## src/design/assert_macros.svh

```systemverilog
// Assertion macros shared by the RTL files of the binary to decimal ASCII converter.
// Depends on nothing; include by bare file name inside a module body.
`ifndef ASSERT_MACROS_SVH
`define ASSERT_MACROS_SVH

// Check a condition at every clock edge outside reset.
`define ASSERT_ALWAYS(label, clk, rst_n, expr, msg) \
	label: assert property (@(posedge clk) disable iff (!rst_n) (expr)) else $error(msg);

// Check that a condition in one cycle implies another in the next cycle.
`define ASSERT_NEXT(label, clk, rst_n, pre, post, msg) \
	label: assert property (@(posedge clk) disable iff (!rst_n) (pre) |=> (post)) else $error(msg);

`endif

```

## src/design/b2da_pkg.sv

```systemverilog
// Package of the binary to decimal ASCII converter: widths, constants, sizing function.
// Depends on nothing.
package b2da_pkg;

	localparam int VALUE_WIDTH_DEF = 32;
	localparam int DABBLE_STEPS    = 4;
	localparam int DIGIT_W         = 4;
	localparam int CHAR_W          = 6;
	localparam logic [CHAR_W-1:0] ASCII_ZERO = 6'd48;

	// Decimal digits needed for 2**w - 1: floor(w * log10(2)) + 1.
	function automatic int digits_for_width(input int w);
		return ((w * 1233) >> 12) + 1;
	endfunction

endpackage

```

## src/design/binary_to_decimal_ascii.sv

```systemverilog
// Top level of the binary to decimal ASCII converter.
// Depends on b2da_pkg, b2da_dabble, b2da_ser and assert_macros.svh.
//
//  channel | dir | handshake         | tdata / tuser                    | tlast
//  --------+-----+-------------------+----------------------------------+-------------
//  s_      | in  | s_tvalid/s_tready | value, byte padded               | -
//  m_      | out | m_tvalid/m_tready | digit_char [5:0], zero pad [7:6] | last digit
//
// The first character is presented once its input beat has passed the input register,
// one shift-and-add-3 stage per four value bits, and the serializer register.
// An item with n decimal digits holds the serializer for n characters (1 to 10 at 32 bits);
// the output port, at one character per cycle while m_tready is high, sets the sustained rate.
// Reset clears every valid bit and the serializer busy flag; payload is not reset.
// m_tready low holds the current character; the stages behind it fill, then s_tready drops.
module binary_to_decimal_ascii #(
	parameter int VALUE_WIDTH = b2da_pkg::VALUE_WIDTH_DEF
) (
	input  logic                                clk,
	input  logic                                arst_n,
	input  logic                                s_tvalid,
	output logic                                s_tready,
	input  logic [((VALUE_WIDTH+7)/8)*8-1:0]    s_tdata,   // value, then zero padding
	output logic                                m_tvalid,
	input  logic                                m_tready,
	output logic [7:0]                          m_tdata,   // digit_char [5:0], zero [7:6]
	output logic                                m_tlast
);
	import b2da_pkg::*;
	`include "assert_macros.svh"

	localparam int DIGITS = digits_for_width(VALUE_WIDTH);
	localparam int BCD_W  = DIGITS * DIGIT_W;
	localparam int NSTAGE = (VALUE_WIDTH + DABBLE_STEPS - 1) / DABBLE_STEPS;

	// Input register: hold the value, bits above VALUE_WIDTH dropped.
	logic                   valid_s1;
	logic [VALUE_WIDTH-1:0] value_s1;

	// Chain between conversion stages; index 0 is the input register.
	logic [NSTAGE:0]        chain_valid;
	logic [NSTAGE:0]        chain_ready;
	logic [BCD_W-1:0]       chain_bcd [NSTAGE+1];
	logic [VALUE_WIDTH-1:0] chain_bin [NSTAGE+1];

	logic [CHAR_W-1:0]      out_char;

	assign s_tready = !valid_s1 || chain_ready[0];

	always_ff @(posedge clk or negedge arst_n) begin
		if (!arst_n) begin
			valid_s1 <= 1'b0;
		end else if (s_tready) begin
			valid_s1 <= s_tvalid;
		end
	end

	always_ff @(posedge clk) begin
		if (s_tready) begin
			value_s1 <= s_tdata[VALUE_WIDTH-1:0];
		end
	end

	assign chain_valid[0] = valid_s1;
	assign chain_bcd[0]   = '0;
	assign chain_bin[0]   = value_s1;

	// One stage per four value bits; the last stage takes what remains.
	for (genvar k = 0; k < NSTAGE; k++) begin : g_dabble
		localparam int STEPS_K = (k == NSTAGE - 1) ?
			(VALUE_WIDTH - (NSTAGE - 1) * DABBLE_STEPS) : DABBLE_STEPS;

		b2da_dabble #(
			.VALUE_WIDTH (VALUE_WIDTH),
			.DIGITS      (DIGITS),
			.STEPS       (STEPS_K)
		) u_dabble (
			.clk       (clk),
			.arst_n    (arst_n),
			.in_valid  (chain_valid[k]),
			.in_ready  (chain_ready[k]),
			.in_bcd    (chain_bcd[k]),
			.in_bin    (chain_bin[k]),
			.out_valid (chain_valid[k+1]),
			.out_ready (chain_ready[k+1]),
			.out_bcd   (chain_bcd[k+1]),
			.out_bin   (chain_bin[k+1])
		);
	end

	// Serializer: drop leading zeros, emit most significant digit first.
	b2da_ser #(
		.DIGITS (DIGITS)
	) u_ser (
		.clk       (clk),
		.arst_n    (arst_n),
		.in_valid  (chain_valid[NSTAGE]),
		.in_ready  (chain_ready[NSTAGE]),
		.in_bcd    (chain_bcd[NSTAGE]),
		.out_valid (m_tvalid),
		.out_ready (m_tready),
		.out_char  (out_char),
		.out_last  (m_tlast)
	);

	assign m_tdata = {{(8-CHAR_W){1'b0}}, out_char};

	// A presented character is always a decimal digit.
	`ASSERT_ALWAYS(a_char_range, clk, arst_n,
		!m_tvalid || (m_tdata[5:0] >= ASCII_ZERO && m_tdata[5:0] <= ASCII_ZERO + 6'd9),
		"output character outside '0' to '9'")

	// A run continues without a gap until its last beat.
	`ASSERT_NEXT(a_run_no_gap, clk, arst_n, m_tvalid && m_tready && !m_tlast, m_tvalid,
		"run broke off before its last character")

endmodule

```

## src/design/b2da_dabble.sv

```systemverilog
// One register stage of the shift-and-add-3 binary to BCD conversion.
// Depends on b2da_pkg.
module b2da_dabble #(
	parameter int VALUE_WIDTH = b2da_pkg::VALUE_WIDTH_DEF,
	parameter int DIGITS      = b2da_pkg::digits_for_width(b2da_pkg::VALUE_WIDTH_DEF),
	parameter int STEPS       = b2da_pkg::DABBLE_STEPS
) (
	input  logic                                 clk,
	input  logic                                 arst_n,
	input  logic                                 in_valid,
	output logic                                 in_ready,
	input  logic [DIGITS*b2da_pkg::DIGIT_W-1:0]  in_bcd,
	input  logic [VALUE_WIDTH-1:0]               in_bin,
	output logic                                 out_valid,
	input  logic                                 out_ready,
	output logic [DIGITS*b2da_pkg::DIGIT_W-1:0]  out_bcd,
	output logic [VALUE_WIDTH-1:0]               out_bin
);
	import b2da_pkg::*;

	localparam int BCD_W = DIGITS * DIGIT_W;

	logic [BCD_W-1:0]       bcd_n;
	logic [VALUE_WIDTH-1:0] bin_n;
	logic                   valid_s1;
	logic [BCD_W-1:0]       bcd_s1;
	logic [VALUE_WIDTH-1:0] bin_s1;

	// Correct each digit, then shift in the next binary bit, msb first.
	always_comb begin
		bcd_n = in_bcd;
		bin_n = in_bin;
		for (int s = 0; s < STEPS; s++) begin
			for (int d = 0; d < DIGITS; d++) begin
				if (bcd_n[d*DIGIT_W +: DIGIT_W] >= 4'd5) begin
					bcd_n[d*DIGIT_W +: DIGIT_W] = bcd_n[d*DIGIT_W +: DIGIT_W] + 4'd3;
				end
			end
			bcd_n = {bcd_n[BCD_W-2:0], bin_n[VALUE_WIDTH-1]};
			bin_n = bin_n << 1;
		end
	end

	assign in_ready = !valid_s1 || out_ready;

	always_ff @(posedge clk or negedge arst_n) begin
		if (!arst_n) begin
			valid_s1 <= 1'b0;
		end else if (in_ready) begin
			valid_s1 <= in_valid;
		end
	end

	always_ff @(posedge clk) begin
		if (in_ready) begin
			bcd_s1 <= bcd_n;
			bin_s1 <= bin_n;
		end
	end

	assign out_valid = valid_s1;
	assign out_bcd   = bcd_s1;
	assign out_bin   = bin_s1;

endmodule

```

## src/design/b2da_ser.sv

```systemverilog
// Digit serializer: find the leading digit of a BCD word and emit one ASCII beat per cycle while out_ready is high.
// Depends on b2da_pkg.
module b2da_ser #(
	parameter int DIGITS = b2da_pkg::digits_for_width(b2da_pkg::VALUE_WIDTH_DEF)
) (
	input  logic                                 clk,
	input  logic                                 arst_n,
	input  logic                                 in_valid,
	output logic                                 in_ready,
	input  logic [DIGITS*b2da_pkg::DIGIT_W-1:0]  in_bcd,
	output logic                                 out_valid,
	input  logic                                 out_ready,
	output logic [b2da_pkg::CHAR_W-1:0]          out_char,
	output logic                                 out_last
);
	import b2da_pkg::*;

	localparam int BCD_W = DIGITS * DIGIT_W;
	localparam int IDX_W = $clog2(DIGITS);

	logic             busy_q;
	logic [BCD_W-1:0] bcd_q;
	logic [IDX_W-1:0] idx_q;
	logic [IDX_W-1:0] lead;
	logic [DIGIT_W-1:0] cur_digit;

	// Highest nonzero digit; zero value keeps digit 0 so a single '0' goes out.
	always_comb begin
		lead = '0;
		for (int d = 1; d < DIGITS; d++) begin
			if (in_bcd[d*DIGIT_W +: DIGIT_W] != '0) begin
				lead = IDX_W'(d);
			end
		end
	end

	assign out_last  = (idx_q == '0);
	assign in_ready  = !busy_q || (out_ready && out_last);

	always_ff @(posedge clk or negedge arst_n) begin
		if (!arst_n) begin
			busy_q <= 1'b0;
			idx_q  <= '0;
		end else if (in_ready) begin
			busy_q <= in_valid;
			idx_q  <= lead;
		end else if (out_ready) begin
			idx_q <= idx_q - 1'b1;
		end
	end

	always_ff @(posedge clk) begin
		if (in_ready) begin
			bcd_q <= in_bcd;
		end
	end

	assign cur_digit = bcd_q[idx_q*DIGIT_W +: DIGIT_W];
	assign out_valid = busy_q;
	assign out_char  = ASCII_ZERO + {{(CHAR_W-DIGIT_W){1'b0}}, cur_digit};

endmodule

```

## config.mk

```make
export PLATFORM = sky130hd
export DESIGN_NAME = binary_to_decimal_ascii
export DESIGN_NICKNAME = d
export VERILOG_FILES = /design/src/design/b2da_pkg.sv /design/src/design/binary_to_decimal_ascii.sv /design/src/design/b2da_dabble.sv /design/src/design/b2da_ser.sv
export VERILOG_INCLUDE_DIRS = /design/src /design/src/design
export SDC_FILE = /design/constraint.sdc
export NUM_CORES = 1
export LEC_CHECK = 0
export BUFFER_PORTS_ARGS = -buffer_cell sky130_fd_sc_hd__clkbuf_2
export CORE_MARGIN = 4
export CORE_UTILIZATION = 55
export CTS_CLUSTER_DIAMETER = 120
export DETAILED_ROUTE_END_ITERATION = 10
export GPL_ROUTABILITY_DRIVEN = 0
export PLACE_DENSITY = 0.71
export RECOVER_POWER = 50
export SYNTH_ARGS = -nofsm -noshare
export SYNTH_HDL_FRONTEND = slang
export SYNTH_SLANG_ARGS = --single-unit
```

## constraint.sdc

```tcl
create_clock -name clk -period 11.27 [get_ports clk]
set_input_delay 0.5635 -clock clk [delete_from_list [all_inputs] [get_ports clk]]
set_output_delay 0.5635 -clock clk [all_outputs]
set_load 0.01 [all_outputs]
```

==> results.sh, run 1 <==
export IMPL_status="finished, violations left"
export IMPL_violations="capacitance limit, slew limit"
export IMPL_pwr_share_seq_pct=35.1
export IMPL_slew_viol_final=209
export IMPL_synth_top_family_by_area="compound AO/OA/AOI/OAI gates"
export IMPL_finalClockSkew_ns=0.0133
export IMPL_clock_root_buffer="clkbuf_16"
export IMPL_yosys_area_top_type="edfxtp_1"
export IMPL_overflow=0
export IMPL_clock_latency_ns=0.59
export IMPL_worst_ep_required_time_ns=10.71
export IMPL_start_util_pct=55.9
export IMPL_p_leak_uw=0.0121
export IMPL_r2r_start="u_ser.idx_q[0]$_DFFE_PN0P_"
export IMPL_routed_top_layer="met4"
export IMPL_yosysWarnings=0
export IMPL_slew_headroom_pct=-67.8
export IMPL_core_rowCount=84
export IMPL_cp_max_fo=43
export IMPL_routed_wirelength_mm=58.5
export IMPL_cp_depth=12
export IMPL_max_freq_mhz=163
export IMPL_post_dp_hpwl_mm=42.8
export IMPL_n_fill_cell=4328
export IMPL_clock_sinks=383
export IMPL_crit_start="u_ser.idx_q[0]$_DFFE_PN0P_"
export IMPL_cts_buffers=43
export IMPL_met2WireLength_mm=30.7
export IMPL_vdd_drop_max_mv=0.174
export IMPL_crit_path_cell_trace="inv_1 > ha_1 > nand2b_1 > o21a_1 > nand3_2 > clkbuf_1 > nor2_1 > and3_1 > and3_1 > nand3_2 > buf_4 > clkbuf_2"
export IMPL_synth_async_reset_ratio_pct=3.66
export IMPL_worst_pin_slew_ns=2.52
export IMPL_htree_levels=2
export IMPL_endpoint="s_tready"
export IMPL_synth_top_area_share_pct=37.5
export IMPL_p_sw_share_pct=35.1
export IMPL_critPathLaunchType="flop"
export IMPL_synth_compound_area_share_pct=25.3
export IMPL_wl_met3_mm=2.19
export IMPL_yosysSeqAreaShare_pct=38.7
export IMPL_io_buffers=42
export IMPL_ctsHoldBuffers=1
export IMPL_synth_simple_area_share_pct=16.2
export IMPL_hold_class="input port to flop"
export IMPL_hold_viol=0
export IMPL_synth_cell_types=116
export IMPL_syn_inst=3233
export IMPL_cp_num_buf_inv=4
export IMPL_grt_pass1_wl_mm=99.9
export IMPL_r2r_end="g_dabble[4].u_dabble.out_bcd[14]$_DFFE_PP_"
export IMPL_antenna_found_initial=0
export IMPL_cts_resized=0
export IMPL_grt_use_total_pct=19.8
export IMPL_ys_flop_type="edfxtp_1"
export IMPL_synth_area_leaders="edfxtp_1 (38%), ha_1 (6.1%), o21ai_0 (4.3%), a21oi_1 (4.3%), nand2_1 (3.7%)"
export IMPL_max_cap_violations=5
export IMPL_layout_nets=3414
export IMPL_postLayoutCoreUtil_pct=60.0
export IMPL_crit_type="flop to output pin"
export IMPL_combPwrFrac_pct=37.4
export IMPL_cts_setup_buffers=0
export IMPL_diodes=0
export IMPL_cts_buffer_depth=3
export IMPL_ant_nets=0
export IMPL_r2r_cells=9
export IMPL_drt_met1_wl_mm=24.3
export IMPL_synth_top_cells_by_count="edfxtp_1 (369), nand2_1 (291), nor2_1 (263), o21ai_0 (255), a21oi_1 (254)"
export IMPL_cpLargestDelayFamily="buffers and inverters"
export IMPL_drtIter0Drc=1772
export IMPL_intPower_uw=3450
export IMPL_fp_dieW_um=240
export IMPL_grt_max_degree=44
export IMPL_yosysMostFrequentCell="edfxtp_1"
export IMPL_min_delay_start="s_tdata[3]"
export IMPL_die_h_um=240
export IMPL_slowest_delay_ns=1.77
export IMPL_setup_violations_final=0
export IMPL_min_period_ns=6.12
export IMPL_firstDrtPassIters=6
export IMPL_area_growth_pct=7.47
export IMPL_clkPwrFrac_pct=27.5
export IMPL_synthAdderAreaFrac_pct=6.24
export IMPL_cts_tree="done"
export IMPL_r2r_slack_ns=5.43
export IMPL_clk_pin_slew_ns=0.06
export IMPL_tns_ns=0
export IMPL_vias_per_cell=6.11
export IMPL_synth_edf_count=369
export IMPL_rsz0062_at_grt="false"
export IMPL_p_per_area_nw_per_um2=168
export IMPL_cpMaxStageDelayCell="clkbuf_1"
export IMPL_wl_per_cell_um=14.8
export IMPL_synth_area_um2=29500
export IMPL_end_kind="output pin"
export IMPL_fp_dieArea_um2=57500
export IMPL_synth_mux_area_share_pct=5.11
export IMPL_vias=24159
export IMPL_synth_seq_cells=383
export IMPL_drc=0
export IMPL_syn_area_per_cell_um2=9.13
export IMPL_switching_power_uw=1870
export IMPL_design_core_area_um2=52900
export IMPL_finalCritPeriodShare_pct=54.3
export IMPL_drive_above_1_share_pct=7.74
export IMPL_grt_pass1_vias=22981
export IMPL_io_pins=47
export IMPL_synth_xor_xnor_area_share_pct=4.25
export IMPL_arrival_ns=5.56
layer usage:
layer  vias up  GRT usage, %
li1      12159             -
met4         0          6.12
met1     11387          22.8
met5         -             0
met2       493          37.6
met3       120          2.75
worst reg2reg max path, cell delays in order (launching register included):
cell,delay [ns]
dfrtp_1,0.67
inv_1,0.15
ha_1,0.23
nand2b_1,0.09
o21a_1,0.23
nand3_2,0.08
clkbuf_1,1.77
nor2_1,0.43
nand2_1,0.18
clkbuf_1,1.53
state kept, by name, summed over array words and instances, names as in the netlist:
register / cells
g_dabble.u_dabble.out_bcd: 185
g_dabble.u_dabble.out_bin: 112
g_dabble.u_dabble.out_valid: 8
u_ser.bcd_q: 40
u_ser.idx_q: 4
u_ser.out_valid: 1
valid_s1: 1
value_s1: 32
cell usage in the layout (no fill, tap or decap), types with 33 or more instances in the layout:
cell type,count
o22ai_1,53
a211oi_1,59
clkbuf_16,43
a31oi_1,39
mux2i_1,83
nand2b_1,79
mux2_2,36
a21o_1,46
nor3_1,57
edfxtp_1,369
nand2_1,291
nand3_1,65
nor2_1,263
o21a_1,38
o21ai_0,255
xnor2_1,101
o21ai_1,43
a21oi_1,255
nor2b_1,38
ha_1,144
inv_1,207
clkbuf_2,33
through the flow:
| stage | setup WS [ns] | cells | hold WS, ns | total power, uW | cell area [um^2] |
|---|---|---|---|---|---|
| 3_3_place_gp | 6.28 | 3875 | 0.400 | 3750 | 30300 |
| 6_report | 5.15 | 3956 | 0.149 | 5320 | 31700 |
| 5_1_grt | 4.66 | 3956 | 0.118 | 5680 | 31700 |
| 2_1_floorplan | 6.25 | 3235 | 0.268 | 3490 | 29500 |
| 3_5_place_dp | 6.00 | 3875 | 0.405 | 3860 | 30300 |
| 4_1_cts | 5.96 | 3955 | 0.114 | 5340 | 31800 |
kinds of logic after synthesis:
family	Yosys count
flops	383
mux	134
compound gates	1128
fa+ha+maj	148
simple gates	986
xor+xnor	136
other cells	2
buf+inv	316
final cells by class:
type / instances / area [um^2] / share of cell area (%)
Sequential cell: 383 / 11400 / 36.0
Clock inverter: 24 / 329 / 1.04
Clock buffer: 55 / 1170 / 3.69
Inverter: 216 / 811 / 2.56
Timing Repair Buffer: 54 / 270 / 0.852
Multi-Input combinational cell: 2536 / 16900 / 53.1
Tap cell: 688 / 861 / 2.71
how the worst min path moves through the flow:
| stage | endpoint | slack (ns) | depth (start not counted) |
|---|---|---|---|
| final | value_s1[3]$_DFFE_PP_ | 0.15 | 1 |
| after global routing | value_s1[4]$_DFFE_PP_ | 0.12 | 1 |
| after CTS | value_s1[7]$_DFFE_PP_ | 0.11 | 1 |
| after detailed placement | g_dabble[0].u_dabble.out_bin[17]$_DFFE_PP_ | 0.40 | 0 |
| after global placement | g_dabble[4].u_dabble.out_bin[25]$_DFFE_PP_ | 0.40 | 0 |
| after floorplan | g_dabble[0].u_dabble.out_valid$_DFFE_PN0P_ | 0.27 | 0 |
power by group through the flow:
stage	clock (uW)	sequential (uW)	combinational, uW
detailed placement	0	1900	1960
global route	1550	1880	2240
floorplan	0	1840	1650
global placement	0	1890	1860
finish	1460	1870	1990
CTS	1500	1870	1980
No activity file was read; power rests on OpenSTA's default activity.
==> run 2: changes to the inputs <==
==> constraint.sdc (replaced) <==
create_clock -name clk -period 5.8 [get_ports clk]
set_input_delay 0.29 -clock clk [delete_from_list [all_inputs] [get_ports clk]]
set_output_delay 0.29 -clock clk [all_outputs]
set_load 0.01 [all_outputs]
==> results.sh, run 2 (synthesized netlist as in run 1, its figures left out) <==
export IMPL_status="finished, violations left"
export IMPL_violations="capacitance limit, slew limit"
export IMPL_finalCritPeriodShare_pct=84.7
export IMPL_wl_per_cell_um=14.7
export IMPL_clock_latency_ns=0.60
export IMPL_critPathLaunchType="flop"
export IMPL_layout_common_cells="edfxtp_1 (369), nand2_1 (291), nor2_1 (263)"
export IMPL_grt_pass1_vias=22903
export IMPL_design_core_area_um2=52900
export IMPL_antenna_found_initial=0
export IMPL_finalClockSkew_ns=0.0324
export IMPL_p_per_area_nw_per_um2=319
export IMPL_final_area_um2=32000
export IMPL_routed_wirelength_mm=58.8
export IMPL_layout_nets=3448
export IMPL_io_buffers=42
export IMPL_cts_resized=0
export IMPL_crit_type="flop to flop"
export IMPL_cts_buffers=44
export IMPL_vdd_drop_max_mv=0.262
export IMPL_core_rowCount=84
export IMPL_largest_reg_flops=185
export IMPL_grt_use_total_pct=19.8
export IMPL_fp_dieW_um=240
export IMPL_htree_levels=2
export IMPL_clock_sinks=383
export IMPL_slowest_delay_ns=0.58
export IMPL_top_usage_layer="met2"
export IMPL_placed_area_um2=30300
export IMPL_cts_tree="done"
export IMPL_die_h_um=240
export IMPL_setup_violations_final=0
export IMPL_overflow=0
export IMPL_io_pins=47
export IMPL_diodes=0
export IMPL_cts_setup_buffers=0
export IMPL_cts_buffer_depth=3
export IMPL_gr_usage_met1_pct=22.6
export IMPL_dp_slack_ns=1.16
export IMPL_p_leak_uw=0.0122
export IMPL_slew_headroom_pct=-40.7
export IMPL_vias_per_cell=6.10
export IMPL_ctsHoldBuffers=35
export IMPL_max_freq_mhz=204
export IMPL_end_kind="flop"
export IMPL_use_met3_pct=2.41
export IMPL_grt_max_degree=44
export IMPL_worst_pin_slew_ns=2.11
export IMPL_ant_nets=0
export IMPL_min_period_ns=4.91
export IMPL_cp_num_buf_inv=3
export IMPL_drive_above_1_share_pct=7.60
export IMPL_postLayoutCoreUtil_pct=60.6
export IMPL_p_total_uw=10200
export IMPL_vias=24346
export IMPL_rsz0062_at_grt="false"
export IMPL_hold_viol=0
export IMPL_clk_pin_slew_ns=0.06
export IMPL_final_common_cell="edfxtp_1"
export IMPL_fp_dieArea_um2=57500
export IMPL_area_growth_pct=8.42
export IMPL_arrival_ns=5.24
export IMPL_post_dp_hpwl_mm=42.6
export IMPL_layout_setup_ws_ns=0.888
export IMPL_firstDrtPassIters=6
export IMPL_cpLargestDelayFamily="compound AO/OA/AOI/OAI gates"
export IMPL_max_cap_violations=2
export IMPL_drtIter0Drc=1516
export IMPL_start_util_pct=55.9
export IMPL_worst_ep_required_time_ns=6.13
export IMPL_drc=0
export IMPL_grt_pass1_wl_mm=100
export IMPL_slew_viol_final=82
export IMPL_cpMaxStageDelayCell="mux2i_1"
export IMPL_tns_ns=0
export IMPL_cp_max_fo=12
export IMPL_crit_path_cell_trace="inv_1 > ha_1 > nand2b_1 > a21oi_1 > mux2i_1 > o21ai_1 > xnor2_1 > inv_2 > ha_1 > maj3_1 > a221oi_1 > buf_4 > nor4_1 > a31o_2 > nor4_1 > o21ai_1"
export IMPL_clock_root_buffer="clkbuf_16"
export IMPL_hold_class="input port to flop"
export IMPL_grt_util_met2_pct=38.3
==> run 2: final cells by class <==
class | count | area [um^2]
Fill cell | 4299 | 20900
Multi-Input combinational cell | 2536 | 16900
Sequential cell | 383 | 11400
Clock buffer | 50 | 1120
Tap cell | 688 | 861
Inverter | 216 | 811
Timing Repair Buffer | 87 | 609
Clock inverter | 31 | 324
==> run 2: worst paths after layout <==
| check | from | end | slack [ns] | cells after the start |
|---|---|---|---|---|
| min in group asynchronous | arst_n | g_dabble[5].u_dabble.out_valid$_DFFE_PN0P_ | 0.43 | 2 |
| max in group asynchronous | arst_n | g_dabble[6].u_dabble.out_valid$_DFFE_PN0P_ | 4.72 | 2 |
| setup / recovery | g_dabble[5].u_dabble.out_bcd[0]$_DFFE_PP_ | g_dabble[6].u_dabble.out_bcd[6]$_DFFE_PP_ | 0.89 | 16 |
| hold reg to reg | g_dabble[2].u_dabble.out_bin[19]$_DFFE_PP_ | g_dabble[3].u_dabble.out_bin[23]$_DFFE_PP_ | 0.41 | 0 |
| hold / removal | s_tdata[9] | value_s1[9]$_DFFE_PP_ | 0.40 | 2 |
| setup reg to reg | g_dabble[5].u_dabble.out_bcd[0]$_DFFE_PP_ | g_dabble[6].u_dabble.out_bcd[6]$_DFFE_PP_ | 0.89 | 16 |
==> run 2: where the power goes <==
part	internal, uW	switching, uW
combinational	1590	2290
clock	1530	1180
sequential	3450	182
==> run 2: metrics by stage <==
| stage | hold WS, ns | instances |
|---|---|---|
| 4_1_cts | 0.171 | 3991 |
| 3_3_place_gp | 0.261 | 3875 |
| 3_5_place_dp | 0.269 | 3875 |
| 2_1_floorplan | -0.00559 | 3235 |
| 5_1_grt | 0.392 | 3991 |
| 6_report | 0.403 | 3991 |
==> run 2: per-layer routing <==
layer,part of all wire (%),routed length [um]
met5,0,0
met4,2.4,1410
met3,3.6,2140
met2,53,30900
met1,41,24300
